--- src/smf_pkg.sv ---
package smf_pkg;

    localparam int MAX_SIDE     = 512;
    localparam int MAX_RADIUS   = 15;
    localparam int VALUE_BITS   = 8;
    localparam int WIN_MAX      = 2 * MAX_RADIUS + 1;
    localparam int VALUE_COUNT  = 1 << VALUE_BITS;
    localparam int SIDE_BITS    = $clog2(MAX_SIDE + 1);
    localparam int COL_BITS     = $clog2(MAX_SIDE);
    localparam int RAD_BITS     = $clog2(MAX_RADIUS + 1);
    localparam int SLOT_BITS    = $clog2(WIN_MAX);
    localparam int COUNT_BITS   = $clog2(WIN_MAX * WIN_MAX + 1);
    localparam int SCAN_BITS    = VALUE_BITS + 1;
    localparam int LS_DEPTH     = WIN_MAX * MAX_SIDE;
    localparam int LS_ADDR_BITS = SLOT_BITS + COL_BITS;
    localparam int CFG_IDX_BITS = 2;
    localparam int CFG_DATA_BITS = SIDE_BITS;

    // register indexes
    localparam logic [CFG_IDX_BITS-1:0] REG_IMAGE_SIDE    = 2'd0;
    localparam logic [CFG_IDX_BITS-1:0] REG_WINDOW_RADIUS = 2'd1;

    typedef logic [VALUE_BITS-1:0] value_t;
    typedef logic [COUNT_BITS-1:0] count_t;

    // line store access
    typedef struct packed {
        logic                    wr_en;
        logic [LS_ADDR_BITS-1:0] wr_addr;
        value_t                  wr_data;
        logic [LS_ADDR_BITS-1:0] rd_addr;
    } ls_ctl_t;

    // histogram access
    typedef struct packed {
        logic   wr_en;
        value_t wr_addr;
        count_t wr_data;
        value_t rd_addr;
    } hist_ctl_t;

endpackage

--- src/smf_histogram.sv ---
module smf_histogram (
    input  logic                clk,
    input  smf_pkg::hist_ctl_t  ctl,
    output smf_pkg::count_t     rd_data
);

    smf_pkg::count_t mem [0:smf_pkg::VALUE_COUNT-1];

    // counts start at zero only through the scan, which clears every bin it reads;
    // a clearing pass after reset brings them there first
    always_ff @(posedge clk)
    begin
        if (ctl.wr_en)
        begin
            mem[ctl.wr_addr] <= ctl.wr_data;
        end
        rd_data <= mem[ctl.rd_addr];
    end

endmodule

--- config.mk ---
export PLATFORM = sky130hd
export DESIGN_NAME = smf_histogram
export DESIGN_NICKNAME = d
export VERILOG_FILES = /design/src/smf_pkg.sv /design/src/smf_histogram.sv
export SDC_FILE = /design/constraint.sdc
export NUM_CORES = 2
export LEC_CHECK = 0
export BUFFER_PORTS_ARGS = -buffer_cell sky130_fd_sc_hd__buf_2
export CAP_MARGIN = 5
export CORE_ASPECT_RATIO = 1.75
export CORE_MARGIN = 2
export CORE_UTILIZATION = 50
export CTS_CLUSTER_DIAMETER = 60
export CTS_CLUSTER_SIZE = 12
export DETAILED_ROUTE_END_ITERATION = 6
export GPL_ROUTABILITY_DRIVEN = 0
export PLACE_DENSITY = 0.79
export SLEW_MARGIN = 5
export SYNTH_ARGS = -nofsm -noshare
export SYNTH_HDL_FRONTEND = slang
export SYNTH_SLANG_ARGS = --single-unit
--- constraint.sdc ---
create_clock -name clk -period 1.96 [get_ports clk]
set_clock_uncertainty 0.1 [all_clocks]
set_input_delay 0.098 -clock clk [delete_from_list [all_inputs] [get_ports clk]]
set_output_delay 0.098 -clock clk [all_outputs]
set_load 0.02 [all_outputs]
### After elaboration in Yosys (flattened, before gate mapping)

Memories as Yosys holds them, arrays and structs flattened. A register that Yosys moved wholly into a read port is not among the register bits.
Cells that the tools add are included.

| operators by class | value |
|---|---|
| mux-type cells | 2 |

Operator list:

| operator | number |
|---|---|
| $mux 1 | 2 |

| word-level totals | value |
|---|---|
| register bits | 0 |
| bits in writable memories | 2560 |
| bits of input ports | 28 |
| output and inout bits | 10 |
| memories kept | 1 |

Memory list:

| name | words | width | rd ports | clocked after memory_dff | wr ports | RTL line | text |
|---|---|---|---|---|---|---|---|
| mem | 256 | 10 | 1 | 1 | 1 | smf_histogram.sv:7 | `smf_pkg::count_t mem [0:smf_pkg::VALUE_COUNT-1];` |

### Depth between registers and ports, before layout

| depth | value |
|---|---|
| word-level depth | 2 |
| mapped depth | 12 |
| mapped depth without buffers | 6 |

### Worst setup path after synthesis

OpenSTA, ideal clock, no wires.

| path | value |
|---|---|
| path kind | input -> register |
| start point | input ctl[0] (netlist name) |
| end point | register rd_data[3] (read register of mem) |
| library setup time | 0.126 ns |
| arrival | 1.914 ns |
| slack | -0.179 ns |
| cell stages on the path | 9 |
| cells stage by stage | buf_4 > buf_8 > buf_8 > buf_2 > mux4_2 > a22oi_1 > a21oi_1 > nor4_1 > nor3_1 |

RTL lines:

| item | RTL line | text |
|---|---|---|
| start, declared | smf_histogram.sv:3 | `input smf_pkg::hist_ctl_t ctl,` |
| end, declared | smf_histogram.sv:4 | `output smf_pkg::count_t rd_data` |

==> results.yml <==
detailed_routing:
  drc: 0
  antenna_left: 0
  drt_wl_total_um: 277100
  routed.top_layer: "met5"
  vias: 53780
  firstDrtPassIters: 6
  post_drt_wl_per_cell_um: 33.85
  wl_met1_um: 83090
  via_per_inst: 6.571
  met3_wirelength_um: 26060
  drtIter0Drc: 7429
  dr_wl_met2_um: 142800
cts:
  cts_buffers: 240
  cts_sinks: 2570
  clk_pin_slew_ns: 0.07
  cts_buffer_depth: 4
  cts_max_level: 4
  cts_tree: "built"
  post-cts-setup-buffers: 0
  cts_root_buffer: "clkbuf_16"
  insertion_delay_ns: 0.90
worst_setup_path:
  critPathKind: "reg2reg"
  startpoint_type: "flop"
  cp_max_fo: 1
  arrival_ns: 2.95
  required_ns: 2.63
  endpoint_kind: "flop"
grt:
  grt_pass1_vias: 55440
  grt_antenna_before_repair: 8
  grt_overflow: 0
  grt_pass1_wl_um: 393600
  grt_max_degree: 101
  grt.total_usage_pct: 27.21
synth:
  syn_inst: 4642
  synth.top_cell.area_share_pct: 77.45
  synth-compound-area-share_pct: 3.706
  muxShareOfSynthArea_pct: 14.44
  async_flop_share_pct: 0
  yosys_most_used_dff: "edfxtp_1"
  yosysMostFrequentCell: "edfxtp_1"
  yosys-top-cells-count: "edfxtp_1, mux4_2, nor2_1, mux2i_1, a22oi_1"
  synth-edff-count: 2560
  synth_top_family_by_area: "multiplexers"
  synth-seq-cells: 2570
  ys.warnings.count: 0
  yosys.area.top_type: "edfxtp_1"
  yosysUniqueCellTypes: 53
  synth_xor_area_share_pct: 0
  ys_seq_area_share_pct: 77.65
  yosys-top-cells-area: "edfxtp_1, mux4_2, mux2i_1, a22oi_1, nor2_1"
  synth_nets: 4670
  synth_area_um2: 99250
  synth_simple_gate_area_share_pct: 2.323
  syn_avg_cell_area_um2: 21.38
  synthAdderAreaFrac_pct: 0
layout:
  fin_util_pct: 59.22
  drive_gt1_share_pct: 32.68
  nNetsFinal: 5549
  fillers: 12870
  instances_no_fill: 8185
  syn_to_final_growth_pct: 17.88
place:
  dp_slack_ns: -1.329
  io_buffers: 37
  post-dp-hpwl_um: 177200
  dp_cells: 7874
hold_path:
  min_path_type: "in2reg"
die:
  die-area_um2: 202200
  core_um2: 197600
  die-width_um: 340.8
  io_pins: 38
  start_util_pct: 50.24
  die_y_um: 593.4
  rows: 216
flow_run:
  cap_violations: 0
power_and_ir_drop:
  power.leakage_nw: 37.82
  peakVddDrop_uv: 814.5
  powerDensity_nw_per_um2: 928.0
timing:
  tightest_slew_ns: 1.414
  hold_ws_ns: 0.08439
  fin_ws_ns: -0.3198
  grt_setup_unrepaired: "yes"
  max_freq_ghz: 0.4386
  finalSetupViolations: 10
  fin_crit_ns: 2.280
  fin_crit_sh_pct: 116.3
  drv_slew: 0
  hold_violations: 0
  maxSlewHeadroom_pct: 5.750
outcome:
  outcome: "finished, violations left"
  violations: "setup timing"
## placed cells by master (no fill, tap or decap), types with 39 or more instances in the layout
master	instances
edfxtp_1	2560
buf_4	693
mux4_2	506
nor2_1	270
clkbuf_16	244
mux2i_1	210
a22oi_1	170
buf_12	156
a21oi_1	95
o22ai_1	48
nand2_1	46
o221ai_1	39
nand3_1	39
## power by group
group	internal [mW]	switching [mW]
Combinational	2.84	4.26
Sequential	60.6	0.120
Clock	22.1	18.6
Total	85.6	23.0
## area by class of cell
| class | count | area [µm²] | share of cell area, % |
|---|---|---|---|
| sequential | 2570 | 77070 | 65.88 |
| multi-input combinational | 1785 | 21310 | 18.22 |
| timing repair buffer | 921 | 9001 | 7.693 |
| clock buffer | 282 | 6248 | 5.341 |
| tap | 2616 | 3273 | 2.798 |
| clock inverter | 5 | 71.32 | 0.06096 |
| inverter | 3 | 11.26 | 0.009625 |
| antenna | 3 | 7.507 | 0.006417 |
## per-layer routing
metal / global-route usage [%] / vias up
met5: 0 / -
met4: 21.15 / 6
met3: 4.634 / 1040
met2: 47.49 / 3988
met1: 29.44 / 27590
li1: - / 21150
## cells by family (layout without fill, tap and decap cells)
kind of cell	count (synthesis)	after routing
buffers and inverters	287	1211
other	0	3
and+or+nand+nor	514	514
DFF	2570	2570
AOI/OAI and AO/OA	525	525
muxes	746	746
## flip-flops by register name, indices dropped and copies added (netlist names)
signal,count
mem,2560
rd_data,10
## worst paths after layout
check	start	end	slack, ns	cells past startpoint
setup / recovery	mem[119][3]	rd_data[3]	-0.32	7
hold / removal	ctl[23]	mem[85][5]	0.08	6
setup reg to reg	mem[119][3]	rd_data[3]	-0.32	7
hold reg to reg	mem[48][5]	rd_data[5]	1.00	7
## critical path, cell delays in order, from the launching register on
cell      delay, ns
edfxtp_1       0.39
mux4_2         0.54
o22ai_2        0.16
or3_1          0.16
o31ai_2        0.15
o32ai_4        0.43
buf_6          0.16
nor3_1         0.05
## metrics by stage
stage	total power [mW]	TNS, ns	area (µm²)
after floorplan	64.77	-149.20	99360
after global routing	110.7	-2.928	117000
after detailed placement	68.35	-11.54	109500
after global placement	68.18	-11.16	109500
after CTS	108.6	-2.417	116700
final	108.6	-2.597	117000
## timing repair
item / in CTS / in global routing
pin swaps: 49 / 21
gates resized for setup: 131 / 72
endpoints found under the hold margin: 2346 / 0
hold buffers: 24 / 0
setup endpoints to repair: 10 / 267
cloned: 0 / 0
(Power assumes the default switching activity.)
